$ cat src/rtl/assert_macros.svh
// assertion macros used by the top-level rtl file
// no dependencies; bodies are empty when SYNTHESIS is defined
`ifndef ASSERT_MACROS_SVH
`define ASSERT_MACROS_SVH
`ifndef SYNTHESIS
// same-cycle implication
`define ASSERT_IMPLIES(label, clk, rst_n, ante, cons) \
  label: assert property (@(posedge clk) disable iff (!rst_n) (ante) |-> (cons)) \
    else $error("implication check failed");
// next-cycle implication
`define ASSERT_NEXT(label, clk, rst_n, ante, cons) \
  label: assert property (@(posedge clk) disable iff (!rst_n) (ante) |=> (cons)) \
    else $error("next-cycle check failed");
`else
`define ASSERT_IMPLIES(label, clk, rst_n, ante, cons)
`define ASSERT_NEXT(label, clk, rst_n, ante, cons)
`endif
`endif

$ cat src/rtl/sped_pkg.sv
// shared widths, reset values, state and command types for the spin detector
// no dependencies
`timescale 1ns / 1ps
package sped_pkg;
  localparam int AccelW    = 15;
  localparam int ThrW      = 15;
  localparam int SqW       = 30;
  localparam int TimeW     = 32;
  localparam int RootW     = 15;
  localparam int RemW      = 17;
  localparam int RootSteps = SqW / 2;
  localparam int CntW      = 4;
  localparam int AddrW     = 3;
  localparam int DataW     = 32;

  localparam logic [ThrW-1:0] StartThrRst = 15'd2000;
  localparam logic [ThrW-1:0] StopThrRst  = 15'd1300;

  typedef enum logic [3:0] {
    ST_IDLE,
    ST_MUL_X,
    ST_MUL_Y,
    ST_MUL_Z,
    ST_MUL_START,
    ST_MUL_STOP,
    ST_DRAIN,
    ST_DECIDE,
    ST_ROOT,
    ST_OUT
  } state_t;

  typedef enum logic [2:0] {
    OP_X,
    OP_Y,
    OP_Z,
    OP_START,
    OP_STOP
  } mul_op_t;

  typedef enum logic {
    REG_START_THR = 1'b0,
    REG_STOP_THR  = 1'b1
  } reg_idx_t;

  typedef struct packed {
    logic    capture;
    logic    mul_en;
    mul_op_t mul_op;
    logic    decide;
    logic    root_step;
    logic    load_out;
  } ctrl_cmd_t;

  typedef struct packed {
    logic report;
    logic out_busy;
  } dp_status_t;
endpackage

$ cat src/rtl/sped_sample_if.sv
// request channel for one acceleration sample with its timestamp
// depends on sped_pkg
`timescale 1ns / 1ps
interface sped_sample_if;
  import sped_pkg::*;
  logic                     valid;
  logic                     ready;
  logic signed [AccelW-1:0] accel_x;
  logic signed [AccelW-1:0] accel_y;
  logic signed [AccelW-1:0] accel_z;
  logic [TimeW-1:0]         now_ms;
  modport source (output valid, accel_x, accel_y, accel_z, now_ms, input ready);
  modport sink (input valid, accel_x, accel_y, accel_z, now_ms, output ready);
endinterface

$ cat src/rtl/sped_result_if.sv
// result channel carrying peak magnitude and spin duration
// depends on sped_pkg
`timescale 1ns / 1ps
interface sped_result_if;
  import sped_pkg::*;
  logic             valid;
  logic             ready;
  logic [RootW-1:0] peak_magnitude_mg;
  logic [TimeW-1:0] spin_duration_ms;
  modport source (output valid, peak_magnitude_mg, spin_duration_ms, input ready);
  modport sink (input valid, peak_magnitude_mg, spin_duration_ms, output ready);
endinterface

$ cat src/rtl/sped_ctrl.sv
// sequencer for the spin detector: multiply schedule, decision, root steps
// depends on sped_pkg
`timescale 1ns / 1ps
module sped_ctrl (
  input  logic                  clk,
  input  logic                  rst_n,
  input  logic                  in_valid,
  output logic                  in_ready,
  input  sped_pkg::dp_status_t  status,
  output sped_pkg::ctrl_cmd_t   cmd
);
  import sped_pkg::*;

  state_t          state_r, state_nxt;
  logic [CntW-1:0] cnt_r, cnt_nxt;

  always_ff @(posedge clk) begin
    if (!rst_n) begin
      state_r <= ST_IDLE;
      cnt_r   <= '0;
    end else begin
      state_r <= state_nxt;
      cnt_r   <= cnt_nxt;
    end
  end

  always_comb begin
    state_nxt   = state_r;
    cnt_nxt     = cnt_r;
    in_ready    = 1'b0;
    cmd         = '0;
    cmd.mul_op  = OP_X;
    unique case (state_r)
      ST_IDLE: begin
        in_ready    = 1'b1;
        cmd.capture = in_valid;
        if (in_valid) begin
          state_nxt = ST_MUL_X;
        end
      end
      ST_MUL_X: begin
        cmd.mul_en = 1'b1;
        cmd.mul_op = OP_X;
        state_nxt  = ST_MUL_Y;
      end
      ST_MUL_Y: begin
        cmd.mul_en = 1'b1;
        cmd.mul_op = OP_Y;
        state_nxt  = ST_MUL_Z;
      end
      ST_MUL_Z: begin
        cmd.mul_en = 1'b1;
        cmd.mul_op = OP_Z;
        state_nxt  = ST_MUL_START;
      end
      ST_MUL_START: begin
        cmd.mul_en = 1'b1;
        cmd.mul_op = OP_START;
        state_nxt  = ST_MUL_STOP;
      end
      ST_MUL_STOP: begin
        cmd.mul_en = 1'b1;
        cmd.mul_op = OP_STOP;
        state_nxt  = ST_DRAIN;
      end
      ST_DRAIN: begin
        state_nxt = ST_DECIDE;
      end
      ST_DECIDE: begin
        cmd.decide = 1'b1;
        cnt_nxt    = '0;
        state_nxt  = status.report ? ST_ROOT : ST_IDLE;
      end
      ST_ROOT: begin
        cmd.root_step = 1'b1;
        cnt_nxt       = cnt_r + 1'b1;
        if (cnt_r == CntW'(RootSteps - 1)) begin
          state_nxt = ST_OUT;
        end
      end
      ST_OUT: begin
        if (!status.out_busy) begin
          cmd.load_out = 1'b1;
          state_nxt    = ST_IDLE;
        end
      end
      default: begin
        state_nxt = ST_IDLE;
      end
    endcase
  end
endmodule

$ cat src/rtl/sped_dp.sv
// datapath: sample registers, shared squarer, peak hold, spin state,
// digit-by-digit square root and the output register; depends on sped_pkg
`timescale 1ns / 1ps
module sped_dp (
  input  logic                         clk,
  input  logic                         rst_n,
  input  sped_pkg::ctrl_cmd_t          cmd,
  output sped_pkg::dp_status_t         status,
  input  logic signed [sped_pkg::AccelW-1:0] accel_x,
  input  logic signed [sped_pkg::AccelW-1:0] accel_y,
  input  logic signed [sped_pkg::AccelW-1:0] accel_z,
  input  logic [sped_pkg::TimeW-1:0]   now_ms,
  input  logic [sped_pkg::ThrW-1:0]    start_thr,
  input  logic [sped_pkg::ThrW-1:0]    stop_thr,
  output logic                         out_valid,
  input  logic                         out_ready,
  output logic [sped_pkg::RootW-1:0]   out_peak,
  output logic [sped_pkg::TimeW-1:0]   out_dur
);
  import sped_pkg::*;

  localparam int ShW = RemW + 2;

  // captured sample
  logic signed [AccelW-1:0] x_r, y_r, z_r;
  logic [TimeW-1:0]         now_r;

  // squarer pipe
  logic [AccelW-1:0] raw_op;
  logic [AccelW-1:0] mul_a;
  logic [SqW-1:0]    prod_nxt;
  logic [SqW-1:0]    prod_r;
  logic              mul_vld_r;
  mul_op_t           mul_op_r;

  logic [SqW-1:0] acc_r, start_sq_r, stop_sq_r;

  // spin state
  logic             spinning_r;
  logic [TimeW-1:0] start_ms_r;
  logic [SqW-1:0]   peak_r;
  logic [SqW-1:0]   peak_nxt;
  logic             report;

  // root unit
  logic [SqW-1:0]   rad_r;
  logic [RemW-1:0]  rem_r;
  logic [RootW-1:0] root_r;
  logic [ShW-1:0]   rem_sh;
  logic [ShW-1:0]   trial;
  logic             take;

  logic             out_valid_r;
  logic [RootW-1:0] out_peak_r;
  logic [TimeW-1:0] out_dur_r;

  always_comb begin
    case (cmd.mul_op)
      OP_X:     raw_op = x_r;
      OP_Y:     raw_op = y_r;
      OP_Z:     raw_op = z_r;
      OP_START: raw_op = start_thr;
      OP_STOP:  raw_op = stop_thr;
      default:  raw_op = '0;
    endcase
  end

  // thresholds are unsigned, axis values take their magnitude
  assign mul_a = ((cmd.mul_op == OP_X || cmd.mul_op == OP_Y || cmd.mul_op == OP_Z)
                  && raw_op[AccelW-1]) ? (~raw_op + 1'b1) : raw_op;
  assign prod_nxt = SqW'(mul_a) * SqW'(mul_a);

  assign peak_nxt = (acc_r > peak_r) ? acc_r : peak_r;
  assign report   = cmd.decide && spinning_r && (acc_r < stop_sq_r);

  assign rem_sh = {rem_r, rad_r[SqW-1 -: 2]};
  assign trial  = {{(ShW - RootW - 2){1'b0}}, root_r, 2'b01};
  assign take   = (rem_sh >= trial);

  // control state
  always_ff @(posedge clk) begin
    if (!rst_n) begin
      mul_vld_r   <= 1'b0;
      spinning_r  <= 1'b0;
      start_ms_r  <= '0;
      peak_r      <= '0;
      out_valid_r <= 1'b0;
    end else begin
      mul_vld_r <= cmd.mul_en;
      if (cmd.decide) begin
        if (report) begin
          spinning_r <= 1'b0;
          peak_r     <= '0;
        end else begin
          peak_r <= peak_nxt;
          if (!spinning_r && (acc_r > start_sq_r)) begin
            spinning_r <= 1'b1;
            start_ms_r <= now_r;
          end
        end
      end
      if (cmd.load_out) begin
        out_valid_r <= 1'b1;
      end else if (out_ready) begin
        out_valid_r <= 1'b0;
      end
    end
  end

  // payload
  always_ff @(posedge clk) begin
    if (cmd.capture) begin
      x_r   <= accel_x;
      y_r   <= accel_y;
      z_r   <= accel_z;
      now_r <= now_ms;
    end
    if (cmd.mul_en) begin
      prod_r   <= prod_nxt;
      mul_op_r <= cmd.mul_op;
    end
    if (mul_vld_r) begin
      case (mul_op_r)
        OP_X:     acc_r      <= prod_r;
        OP_Y:     acc_r      <= acc_r + prod_r;
        OP_Z:     acc_r      <= acc_r + prod_r;
        OP_START: start_sq_r <= prod_r;
        OP_STOP:  stop_sq_r  <= prod_r;
        default:  acc_r      <= acc_r;
      endcase
    end
    if (report) begin
      rad_r  <= peak_nxt;
      rem_r  <= '0;
      root_r <= '0;
    end else if (cmd.root_step) begin
      rad_r <= {rad_r[SqW-3:0], 2'b00};
      if (take) begin
        rem_r  <= RemW'(rem_sh - trial);
        root_r <= {root_r[RootW-2:0], 1'b1};
      end else begin
        rem_r  <= RemW'(rem_sh);
        root_r <= {root_r[RootW-2:0], 1'b0};
      end
    end
    if (cmd.load_out) begin
      out_peak_r <= root_r;
      out_dur_r  <= now_r - start_ms_r;
    end
  end

  assign status.report   = report;
  assign status.out_busy = out_valid_r && !out_ready;
  assign out_valid       = out_valid_r;
  assign out_peak        = out_peak_r;
  assign out_dur         = out_dur_r;
endmodule

$ cat src/rtl/spin_event_peak_duration_detector.sv
// spin event detector top level: configuration registers, controller and datapath
// depends on sped_pkg, sped_sample_if, sped_result_if, sped_ctrl, sped_dp, assert_macros.svh
//
//   channel   direction  carries
//   in_if     sink       accel_x, accel_y, accel_z, now_ms
//   out_if    source     peak_magnitude_mg, spin_duration_ms
//   apb       slave      start_threshold_mg at 0x0, stop_threshold_mg at 0x4
//
// a sample that ends no spin passes through accept, five squarer passes, drain and decide
// a sample that ends a spin then runs the square-root steps, one per root bit, and the output load
// the single shared 15x15 squarer and the 2-bit-per-step root unit shape these sequences
// a waiting result holds the block in its load state only until the output slot frees
// reset is synchronous and active low; thresholds return to 2000 and 1300 mg
`timescale 1ns / 1ps
`include "assert_macros.svh"
module spin_event_peak_duration_detector (
  input  logic                          clk,
  input  logic                          rst_n,
  sped_sample_if.sink                   in_if,
  sped_result_if.source                 out_if,
  input  logic                          psel,
  input  logic                          penable,
  input  logic                          pwrite,
  input  logic [sped_pkg::AddrW-1:0]    paddr,
  input  logic [sped_pkg::DataW-1:0]    pwdata,
  output logic [sped_pkg::DataW-1:0]    prdata,
  output logic                          pready
);
  import sped_pkg::*;

  // threshold registers
  logic [ThrW-1:0] start_thr_r;
  logic [ThrW-1:0] stop_thr_r;
  logic            cfg_wr;
  reg_idx_t        cfg_idx;

  ctrl_cmd_t  cmd;
  dp_status_t status;

  assign pready  = 1'b1;
  assign cfg_wr  = psel && penable && pwrite;
  // word-aligned decode, low address bits ignored
  assign cfg_idx = reg_idx_t'(paddr[2]);

  always_ff @(posedge clk) begin
    if (!rst_n) begin
      start_thr_r <= StartThrRst;
      stop_thr_r  <= StopThrRst;
    end else if (cfg_wr) begin
      unique case (cfg_idx)
        REG_START_THR: start_thr_r <= pwdata[ThrW-1:0];
        REG_STOP_THR:  stop_thr_r  <= pwdata[ThrW-1:0];
        default: begin
        end
      endcase
    end
  end

  // readback, zero extended
  always_comb begin
    unique case (cfg_idx)
      REG_START_THR: prdata = DataW'(start_thr_r);
      REG_STOP_THR:  prdata = DataW'(stop_thr_r);
      default:       prdata = '0;
    endcase
  end

  // sequencer: one request in flight at a time
  sped_ctrl u_ctrl (
    .clk      (clk),
    .rst_n    (rst_n),
    .in_valid (in_if.valid),
    .in_ready (in_if.ready),
    .status   (status),
    .cmd      (cmd)
  );

  // squarer, peak hold, spin tracking, root unit, output register
  sped_dp u_dp (
    .clk       (clk),
    .rst_n     (rst_n),
    .cmd       (cmd),
    .status    (status),
    .accel_x   (in_if.accel_x),
    .accel_y   (in_if.accel_y),
    .accel_z   (in_if.accel_z),
    .now_ms    (in_if.now_ms),
    .start_thr (start_thr_r),
    .stop_thr  (stop_thr_r),
    .out_valid (out_if.valid),
    .out_ready (out_if.ready),
    .out_peak  (out_if.peak_magnitude_mg),
    .out_dur   (out_if.spin_duration_ms)
  );

  // an accepted request is worked alone
  `ASSERT_NEXT(a_one_request_in_flight, clk, rst_n, in_if.valid && in_if.ready, !in_if.ready)
  // a report always runs the root unit before taking the next request
  `ASSERT_NEXT(a_report_runs_root, clk, rst_n, status.report, !in_if.ready && cmd.root_step)
  // a new result appears only from a controller load
  `ASSERT_IMPLIES(a_out_from_load, clk, rst_n, $rose(out_if.valid), $past(cmd.load_out))
endmodule
$ cat src/flat_wrapper.sv
// flat-port wrapper written by rule: the top's interface ports become plain ports
module spin_event_peak_duration_detector_flat import sped_pkg::*;
  (clk, rst_n, psel, penable, pwrite, paddr, pwdata, prdata, pready, in_if_valid, in_if_accel_x, in_if_accel_y, in_if_accel_z, in_if_now_ms, in_if_ready, out_if_valid, out_if_peak_magnitude_mg, out_if_spin_duration_ms, out_if_ready);
  sped_sample_if in_if_i ();
  sped_result_if out_if_i ();
  input  logic clk;
  input  logic rst_n;
  input  logic psel;
  input  logic penable;
  input  logic pwrite;
  input  logic [sped_pkg::AddrW-1:0] paddr;
  input  logic [sped_pkg::DataW-1:0] pwdata;
  output logic [sped_pkg::DataW-1:0] prdata;
  output logic pready;
  input wire logic [$bits(in_if_i.valid)-1:0] in_if_valid;
  input wire logic [$bits(in_if_i.accel_x)-1:0] in_if_accel_x;
  input wire logic [$bits(in_if_i.accel_y)-1:0] in_if_accel_y;
  input wire logic [$bits(in_if_i.accel_z)-1:0] in_if_accel_z;
  input wire logic [$bits(in_if_i.now_ms)-1:0] in_if_now_ms;
  output wire logic [$bits(in_if_i.ready)-1:0] in_if_ready;
  output wire logic [$bits(out_if_i.valid)-1:0] out_if_valid;
  output wire logic [$bits(out_if_i.peak_magnitude_mg)-1:0] out_if_peak_magnitude_mg;
  output wire logic [$bits(out_if_i.spin_duration_ms)-1:0] out_if_spin_duration_ms;
  input wire logic [$bits(out_if_i.ready)-1:0] out_if_ready;
  assign in_if_i.valid = in_if_valid;
  assign in_if_i.accel_x = in_if_accel_x;
  assign in_if_i.accel_y = in_if_accel_y;
  assign in_if_i.accel_z = in_if_accel_z;
  assign in_if_i.now_ms = in_if_now_ms;
  assign in_if_ready = in_if_i.ready;
  assign out_if_valid = out_if_i.valid;
  assign out_if_peak_magnitude_mg = out_if_i.peak_magnitude_mg;
  assign out_if_spin_duration_ms = out_if_i.spin_duration_ms;
  assign out_if_i.ready = out_if_ready;
  spin_event_peak_duration_detector u_core (.clk(clk), .rst_n(rst_n), .in_if(in_if_i), .out_if(out_if_i), .psel(psel), .penable(penable), .pwrite(pwrite), .paddr(paddr), .pwdata(pwdata), .prdata(prdata), .pready(pready));
endmodule
$ cat config.mk
export PLATFORM = sky130hd
export DESIGN_NAME = spin_event_peak_duration_detector_flat
export DESIGN_NICKNAME = d
export VERILOG_FILES = /design/src/rtl/sped_pkg.sv /design/src/rtl/sped_sample_if.sv /design/src/rtl/sped_result_if.sv /design/src/rtl/sped_ctrl.sv /design/src/rtl/sped_dp.sv /design/src/rtl/spin_event_peak_duration_detector.sv /design/src/flat_wrapper.sv
export VERILOG_INCLUDE_DIRS = /design/src /design/src/rtl
export SDC_FILE = /design/constraint.sdc
export NUM_CORES = 1
export LEC_CHECK = 0
export BUFFER_PORTS_ARGS = -buffer_cell sky130_fd_sc_hd__buf_2
export CAP_MARGIN = 20
export CORE_MARGIN = 2
export CORE_UTILIZATION = 35
export CTS_CLUSTER_DIAMETER = 120
export DETAILED_ROUTE_END_ITERATION = 6
export PLACE_DENSITY = 0.53
export SKIP_LAST_GASP = 1
export SYNTH_ARGS = -nofsm -noshare
export SYNTH_HDL_FRONTEND = slang
export SYNTH_SLANG_ARGS = --single-unit
$ cat constraint.sdc
create_clock -name clk -period 11.3 [get_ports clk]
set_input_delay 1.13 -clock clk [delete_from_list [all_inputs] [get_ports clk]]
set_output_delay 1.13 -clock clk [all_outputs]
set_load 0.005 [all_outputs]
* Word-level counts from Yosys, hierarchy flattened *
Cells that the tools add are included.

storage, ports and cells
  flip-flop bits (word level) = 412
  output and inout bits = 82
  logic and storage cells = 112

cells by class
  $add $sub $neg = 5
  $mul = 1
  order comparisons = 4
  equality and inequality tests = 21
  multiplexer cells = 27
  bitwise operators = 3
  reduce and logical (&&, ||, !) cells = 28

operators by type and width
  operator                                                                count
  30-bit 2-to-1 mux                                                       4
  15-bit case mux with 5 select lines                                     1
  32-bit case mux with 2 select lines                                     1
  30-bit greater-than comparator                                          2
  30-bit case mux with 2 select lines                                     1
  4-bit case mux with 10 select lines                                     1
  32-bit subtractor                                                       1
  30-bit adder                                                            1
  30-bit < comparator                                                     1
  15-bit by 15-bit multiplier with 30-bit output                          1
  4-bit case mux with 5 select lines                                      1
  19-bit by 17-bit >= comparator with 1-bit output                        1
  17-bit 2-to-1 mux                                                       1
  17-bit subtractor                                                       1
  4-bit by 3-bit equality test with 1-bit output (second input constant)  4
  4-bit 2-to-1 mux                                                        4
  15-bit by 1-bit adder with 15-bit output (second input constant)        1
  15-bit 2-to-1 mux                                                       1
  15-bit inverter                                                         1
  3-bit by 2-bit equality test with 1-bit output (second input constant)  4
  4-bit equality test (second input constant)                             3
  2-bit AND reduction                                                     6
  1-bit 2-to-1 mux                                                        11
  2-bit nonzero test                                                      5
  15 further kinds                                                        31

* Depth between registers and ports, before layout *
Gate-level depths: netlist of the first run.

  depth in word-level cells = 8
  gate-level depth with buffers = 39
  mapped depth without buffers = 36

* Modules after synthesis *
A second synthesis of the first run with hierarchy kept.

second synthesis, totals
  cell total of the unflattened synthesis = 2666
  area total of the unflattened synthesis = 27671.5 µm²

modules (own cells, without submodules)
  module                             instances  cells an instance  area an instance (µm²)  sequential area each (µm²)
  sped_dp                            1          2445               25630.8                 10169.8
  spin_event_peak_duration_detector  1          157                1544.0                  600.6
  sped_ctrl                          1          64                 496.7                   160.2

* Worst setup path before layout of the first run *
Ideal clock, no wire load.

  kind = register -> register
  start = register u_core.u_ctrl.state_r[2]
  end = register u_core.u_dp.prod_r[29], data pin
  library setup time = 268 ps
  arrival = 8113 ps
  path slack = 2919 ps
  stages on the path, launching flop included = 35
  buffers on the path = 3
  clock period less this slack = 8381 ps
  path through = dfxtp_1 > buf_4 > or3b_1 > buf_4 > o22ai_1 > or2_1 > buf_4 > inv_2 > ha_1 > inv_1 > nor2_1 > a31oi_1 > xor2_1 > inv_2 > nor2_1 > inv_1 > fa_1 > fa_1 > inv_1 > fa_1 > fa_1 > fa_1 > inv_1 > fa_1 > inv_1 > ha_1 > nand3_1 > nor4_1 > nor2_1 > a21bo_2 > o31ai_1 > o21ai_0 > o221ai_1 > a21oi_1 > xnor3_1

on the way
  word-level cells in the longest chain between the ends = 8
  elaborated cells on any way between the ends = 19
  those cells by class = add/sub: 1; mul: 1; eq/ne: 9; mux: 3; bitwise: 1; reduce/logical: 4

ends and longest elaborated chain
  item                                                                           RTL line                      text
  start: declaration                                                             sped_ctrl.sv:14               state_t state_r, state_nxt;
  start signal: assignment                                                       sped_ctrl.sv:22               state_r <= state_nxt;
  4-bit by 3-bit equality test with 1-bit output (tied with other cells)         sped_ctrl.sv:33               unique case (state_r)
  4-bit case mux with 5 select lines (*)                                         sped_ctrl.sv:33
  3-bit equality test (tied with other cells)                                    sped_dp.sv:58                 case (cmd.mul_op)
  15-bit case mux with 5 select lines or 1-bit logical OR (tied branches)        sped_dp.sv:58, sped_dp.sv:69
  15-bit inverter or 1-bit logical OR (tied branches)                            sped_dp.sv:70, sped_dp.sv:69
  15-bit by 1-bit adder with 15-bit output or 1-bit logical AND (tied branches)  sped_dp.sv:70                 && raw_op[AccelW-1]) ? (~raw_op + 1'b1) : raw_op;
  15-bit 2-to-1 mux (*)                                                          sped_dp.sv:70
  via u_core.u_dp.mul_a[0]                                                       sped_dp.sv:30                 logic [AccelW-1:0] mul_a;
  15-bit by 15-bit multiplier with 30-bit output (*)                             sped_dp.sv:71                 assign prod_nxt = SqW'(mul_a) * SqW'(mul_a);
  via u_core.u_dp.prod_nxt[29]                                                   sped_dp.sv:31                 logic [SqW-1:0] prod_nxt;
  end signal: assignment                                                         sped_dp.sv:119                prod_r <= prod_nxt;
  end: declaration                                                               sped_dp.sv:32                 logic [SqW-1:0] prod_r;

The timed path passes the listed nets; every way through them passes the cells marked *.
A chain may end at the register's enable or synchronous reset.

* Worst setup path after layout of the first run *
  start = register u_core.u_ctrl.state_r[1]
  end = register u_core.u_dp.prod_r[29], data pin

on the way
  word-level cells in the longest chain between the ends = 8
  elaborated cells on any way between the ends = 19
  those cells by class = add/sub: 1; mul: 1; eq/ne: 9; mux: 3; bitwise: 1; reduce/logical: 4

ends and longest elaborated chain
  item                                                                           RTL line
  4-bit by 3-bit equality test with 1-bit output (tied with other cells)         sped_ctrl.sv:33
  4-bit case mux with 5 select lines (*)                                         sped_ctrl.sv:33
  3-bit equality test (tied with other cells)                                    sped_dp.sv:58
  15-bit case mux with 5 select lines or 1-bit logical OR (tied branches)        sped_dp.sv:58, sped_dp.sv:69
  15-bit inverter or 1-bit logical OR (tied branches)                            sped_dp.sv:70, sped_dp.sv:69
  15-bit by 1-bit adder with 15-bit output or 1-bit logical AND (tied branches)  sped_dp.sv:70
  15-bit 2-to-1 mux (*)                                                          sped_dp.sv:70
  15-bit by 15-bit multiplier with 30-bit output (*)                             sped_dp.sv:71
  via u_core.u_dp.prod_nxt[29]                                                   sped_dp.sv:31

Marked as above.

==> results.yml, run 1 <==
placed_design:
  hpwl_mm: 51.33
  gp_congestion: 0.8292
  port_buffers: 163
  dp_slack_ns: 1.571
sta:
  rsz0062_at_grt: "false"
  min_period_ns: 9.817
  setup_ws_ns: 1.483
  finalSetupTns_ns: 0
  finalSetupViolations: 0
  fmax_ghz: 0.1019
  layout_worst_path_cycle_share_pct: 86.88
  drv_slew: 0
  maxSlewHeadroom_pct: 30.96
  hold_violations: 0
  skew_ns: 0.04341
  worst_slew_pin_slew_ns: 1.027
route:
  vias: 20150
  drt-total-wl_mm: 66.90
  vias_per_cell: 5.002
  drc: 0
  ant_nets: 0
  drt_iter0_markers: 1117
  first_pass_iters: 5
  wl_per_cell_um: 16.61
layout:
  finalNetCount: 3451
  drive_gt1_share_pct: 11.32
  fill_cells: 7718
  syn_to_final_growth_pct: 13.02
yosys:
  ys_types: 89
  syn_inst: 2780
  synth_edf_count: 274
  yosysWarnings: 0
  postSynthAreaPerCell_um2: 9.965
  ys_seq_area_share_pct: 39.46
  synthArstFlopShare_pct: 0
  synth_area_um2: 27700
  synth_seq_cells: 409
  synth_flop_cell: "edfxtp_1"
critical_path:
  worstPathArrival_ns: 10.13
  path_max_fanout: 22
  rrSetupSlack_ns: 1.48
  cp_slowest_cell: "nor2b_1"
  cp-start-kind: "flip-flop"
  worstSetupPathType: "reg2reg"
  worst_path_most_repeated_cell: "fa_1"
  reg2regPathDepth: 31
  cp_slowest_stage_delay_ns: 0.74
  worstSetupEndpointType: "flip-flop"
  timing.rr.end: "u_core.u_dp.prod_r[29]"
  worstReg2RegStart: "u_core.u_ctrl.state_r[1]"
  worstPathRequired_ns: 11.61
die:
  die_y_um: 285.3
  start_util_pct: 35.24
  fp.dieW_um: 285.3
  core-area_um2: 78610
  rows: 103
  dieArea_um2: 81420
  ioPinCount: 201
grt:
  antenna_found_initial: 2
  grt-ovfl-total: 0
  track_usage_pct: 16.46
  grt_pass1_vias: 20740
  grt_pass1_wl_mm: 109.4
  grt_max_degree: 120
worst_hold_path:
  hold_path_end: "u_core.u_dp.start_ms_r[30]"
  hold_class: "reg2reg"
  hold_path_depth: 2
  hp-start: "u_core.u_dp.start_ms_r[30]"
clocking:
  path_clk_slew_ns: 0.06
  clk-insertion-delay-late_ns: 0.60
  cts_setup_buffers: 0
  cts_resized: 0
  cts_num_sinks: 409
  numCtsBuffers: 46
  htree_levels: 2
  cts_buffer_depth: 3
  hold_buffers: 0
  cts_tree: "done"
  cts-root-buf: "clkbuf_16"
status:
  outcome: "finished clean"
job:
  cap_viol_max_count: 0
-- layer usage --
metal	routed length [µm]	global-route usage [%]	part of all wire (%)
met1	31310	22.03	47
met2	32520	28.69	49
met3	2086	1.744	3.1
met4	985	3.573	1.5
met5	0	0	0
-- how the worst max path moves through the flow --
| stage | start | to | slack, ns | cells after the start |
|---|---|---|---|---|
| final | u_core.u_ctrl.state_r[1] | u_core.u_dp.prod_r[29] | 1.48 | 31 |
| after global routing | u_core.u_ctrl.state_r[1] | u_core.u_dp.prod_r[28] | 0.82 | 31 |
| after CTS | u_core.u_ctrl.state_r[1] | u_core.u_dp.prod_r[29] | 1.53 | 30 |
| after detailed placement | u_core.u_ctrl.state_r[1] | u_core.u_dp.prod_r[29] | 1.57 | 30 |
| after global placement | u_core.u_ctrl.state_r[1] | u_core.u_dp.prod_r[29] | 1.62 | 33 |
| after floorplan | u_core.u_ctrl.state_r[2] | u_core.u_dp.prod_r[29] | 2.92 | 34 |
-- stage by stage --
step	area (µm²)	utilization [%]	hold WS, ns	instances
after floorplan	27760	-	0.4082	2796
after global placement	29670	37.75	0.4450	3934
after detailed placement	29750	37.85	0.4377	3939
after CTS	31270	39.77	0.4552	4024
after global routing	31310	39.83	0.4752	4028
final	31310	39.83	0.4558	4028
-- worst max-delay path: cells and delay by family, from the launching register on --
| kind | cells | cell delay [ns] |
|---|---|---|
| buffers and inverters | 6 | 0.81 |
| DFF | 1 | 0.55 |
| adders and majority gates | 8 | 3.63 |
| and+or+nand+nor | 4 | 1.26 |
| AOI/OAI and AO/OA | 11 | 2.43 |
| xor gates and xnor gates | 2 | 0.83 |
-- synthesized netlist by cell type, drive strengths merged (15+ instances only) --
cell / n / area, µm²
a21o: 65 / 488.0
nor2: 175 / 661.9
clkbuf: 56 / 210.2
mux2i: 60 / 600.6
edfxtp: 274 / 8228
nand3: 68 / 340.3
mux2: 20 / 225.2
nand2: 322 / 1209
nor2b: 23 / 143.9
o22ai: 63 / 394.1
dfxtp: 135 / 2703
ha: 254 / 3178
a21oi: 133 / 665.6
xor2: 36 / 330.3
nand4: 25 / 156.4
nor3: 20 / 100.1
a21boi: 26 / 198.9
fa: 139 / 2783
inv: 376 / 1411
o21bai: 15 / 112.6
buf: 48 / 294.0
o21ai: 121 / 605.6
a211oi: 18 / 135.1
o21a: 32 / 240.2
xnor2: 69 / 623.1
nand2b: 21 / 131.4
-- registers in the layout, summed over array words and instances, names as in the netlist, 17 cells and up --
| signal | flops |
|---|---|
| u_core.u_dp.start_ms_r | 32 |
| u_core.u_dp.start_sq_r | 29 |
| u_core.u_dp.rad_r | 30 |
| u_core.u_dp.out_dur | 32 |
| u_core.u_dp.prod_r | 29 |
| u_core.u_dp.now_r | 32 |
| u_core.u_dp.acc_r | 30 |
| u_core.u_dp.rem_r | 17 |
| u_core.u_dp.peak_r | 30 |
| u_core.u_dp.stop_sq_r | 29 |
-- cell type report --
type,instances,area [µm²],area share [%]
Multi-Input combinational cell,1907,14980,47.85
Sequential cell,409,10930,34.91
Inverter,376,1411,4.508
Timing Repair Buffer,199,1156,3.692
Clock inverter,18,167.7,0.5355
Tap cell,1050,1314,4.196
Antenna cell,2,5.005,0.01598
Clock buffer,67,1343,4.288
-- cell usage in the layout, fill, tap and decap left out, types with 23 or more instances in the layout --
cell / instances
o21a_1: 32
a21oi_1: 128
dfxtp_1: 135
buf_2: 162
nor2b_1: 23
nand3_1: 67
o22ai_1: 63
o21ai_0: 116
buf_4: 30
a21boi_0: 25
a21o_1: 65
xnor2_1: 68
clkbuf_16: 48
nor2_1: 172
mux2i_1: 60
inv_1: 362
nand4_1: 25
fa_1: 139
ha_1: 254
nand2_1: 322
edfxtp_1: 274
xor2_1: 34
-- cell families after synthesis --
family / count (synthesis) / synth area share [%]
muxes: 80 / 2.981
and+or+nand+nor: 718 / 11.60
xor gates and xnor gates: 106 / 3.523
AOI/OAI and AO/OA: 592 / 13.98
DFF: 409 / 39.46
other: 2 / 0.02711
buffers and inverters: 480 / 6.915
adders and majority gates: 393 / 21.52
Power of run 1 is not shown: default switching activity piles up to over one toggle a cycle in this logic, so the estimate is an artifact.
==> run 2: changes to the inputs <==
CELL_PAD_IN_SITES_DETAIL_PLACEMENT = 2   (was default)
CELL_PAD_IN_SITES_GLOBAL_PLACEMENT = 2   (was default)
PLACE_DENSITY = 0.74   (was 0.53)
==> run 2 against run 1 <==
Compared with the run above: largest cell class unchanged; critical endpoint unchanged; sequential cell count is the same; count of clock-buffer cells in the layout shrank 2; die area is the same; hold slack lost 0.025 ns; critical path type unchanged; critical path depth is the same; clock skew grew 0.019 ns.
==> results.yml, run 2 (synthesis gave the netlist of run 1 again) <==
status:
  outcome: "finished clean"
sta:
  finalSetupViolations: 0
  rsz0062_at_grt: "false"
  worst_slew_pin_slew_ns: 1.088
  layout_worst_path_cycle_share_pct: 91.30
  skew_ns: 0.06264
  drv_slew: 0
  finalSetupTns_ns: 0
  min_period_ns: 10.32
  maxSlewHeadroom_pct: 26.70
  hold_violations: 0
  fmax_ghz: 0.09693
layout:
  drive_gt1_share_pct: 11.54
  finalNetCount: 3452
  layout_common_cells: "362 x inv_1, 322 x nand2_1, 274 x edfxtp_1, 254 x ha_1, 172 x nor2_1"
  syn_to_final_growth_pct: 13.64
  final_area_um2: 31480
  final_common_cell: "inv_1"
critical_path:
  path_max_fanout: 22
  worstSetupPathType: "reg2reg"
  worst_path_most_repeated_cell: "fa_1"
  worstPathArrival_ns: 10.63
  cp_slowest_cell: "dfxtp_1"
  cp-start-kind: "flip-flop"
  reg2regPathDepth: 31
  worstPathRequired_ns: 11.61
  cp_slowest_stage_delay_ns: 0.86
  worstSetupEndpointType: "flip-flop"
clocking:
  hold_buffers: 0
  numCtsBuffers: 49
  cts_num_sinks: 409
  path_clk_slew_ns: 0.06
  htree_levels: 2
  clk-insertion-delay-late_ns: 0.63
  cts_setup_buffers: 0
  cts_tree: "done"
  cts_resized: 0
  cts-root-buf: "clkbuf_16"
  cts_buffer_depth: 3
route:
  first_pass_iters: 5
  drc: 0
  vias: 21110
  drt-total-wl_mm: 82.80
  drt_iter0_markers: 871
  wl_per_cell_um: 20.53
  vias_per_cell: 5.232
  ant_nets: 0
job:
  cap_viol_max_count: 0
die:
  ioPinCount: 201
  dieArea_um2: 81420
  start_util_pct: 35.24
  die_y_um: 285.3
  fp.dieW_um: 285.3
  rows: 103
  core-area_um2: 78610
grt:
  antenna_found_initial: 3
  grt-ovfl-total: 0
  grt_max_degree: 93
  track_usage_pct: 20.41
  grt_pass1_vias: 24240
  grt_pass1_wl_mm: 133.0
placed_design:
  gp_congestion: 0.8398
  hpwl_mm: 63.28
  placed_cell_area_um2: 29690
  port_buffers: 163
worst_hold_path:
  hold_class: "reg2reg"
  hold_path_depth: 0
[run 2: stage by stage]
step,hold slack (ns),cells,setup slack [ns],util (%)
after floorplan,0.4082,2796,2.919,-
after global placement,0.4173,3933,1.335,37.75
after detailed placement,0.4184,3935,1.046,37.77
after CTS,0.4344,4027,0.9603,39.94
after global routing,0.4468,4034,0.4540,40.04
final,0.4309,4034,0.9834,40.04
[run 2: worst paths after layout]
| path | start | slack [ns] | endpoint |
|---|---|---|---|
| max | u_core.u_ctrl.state_r[1] | 0.98 | u_core.u_dp.prod_r[29] |
| min | u_core.u_dp.root_r[0] | 0.43 | u_core.u_dp.out_peak[0] |
| max reg2reg | u_core.u_ctrl.state_r[1] | 0.98 | u_core.u_dp.prod_r[29] |
| min reg2reg | u_core.u_dp.root_r[0] | 0.43 | u_core.u_dp.out_peak[0] |
[run 2: routing by layer]
metal	GRT usage [%]	share of wire (%)	wire, µm
met1	24.28	42	34820
met2	38.04	52	43460
met3	2.336	2.5	2103
met4	6.610	2.9	2413
met5	0	0	0
[run 2: area by class of cell]
class / instances / area [µm²]
tap: 1050 / 1314
fill: 8499 / 47130
antenna: 3 / 7.507
sequential: 409 / 10930
clock inverter: 27 / 329.1
multi-input combinational: 1907 / 14990
clock buffer: 65 / 1379
inverter: 376 / 1411
timing repair buffer: 197 / 1119
[run 2: worst max-delay path, delay by kind of cell, from the launching register on]
kind,cells,cell delay (ns)
xor+xnor,2,1.18
flops,1,0.86
fa+ha+maj,8,3.70
simple gates,7,1.64
buf+inv,7,1.01
compound gates,7,1.58
Power of run 2 is left out for the same reason.
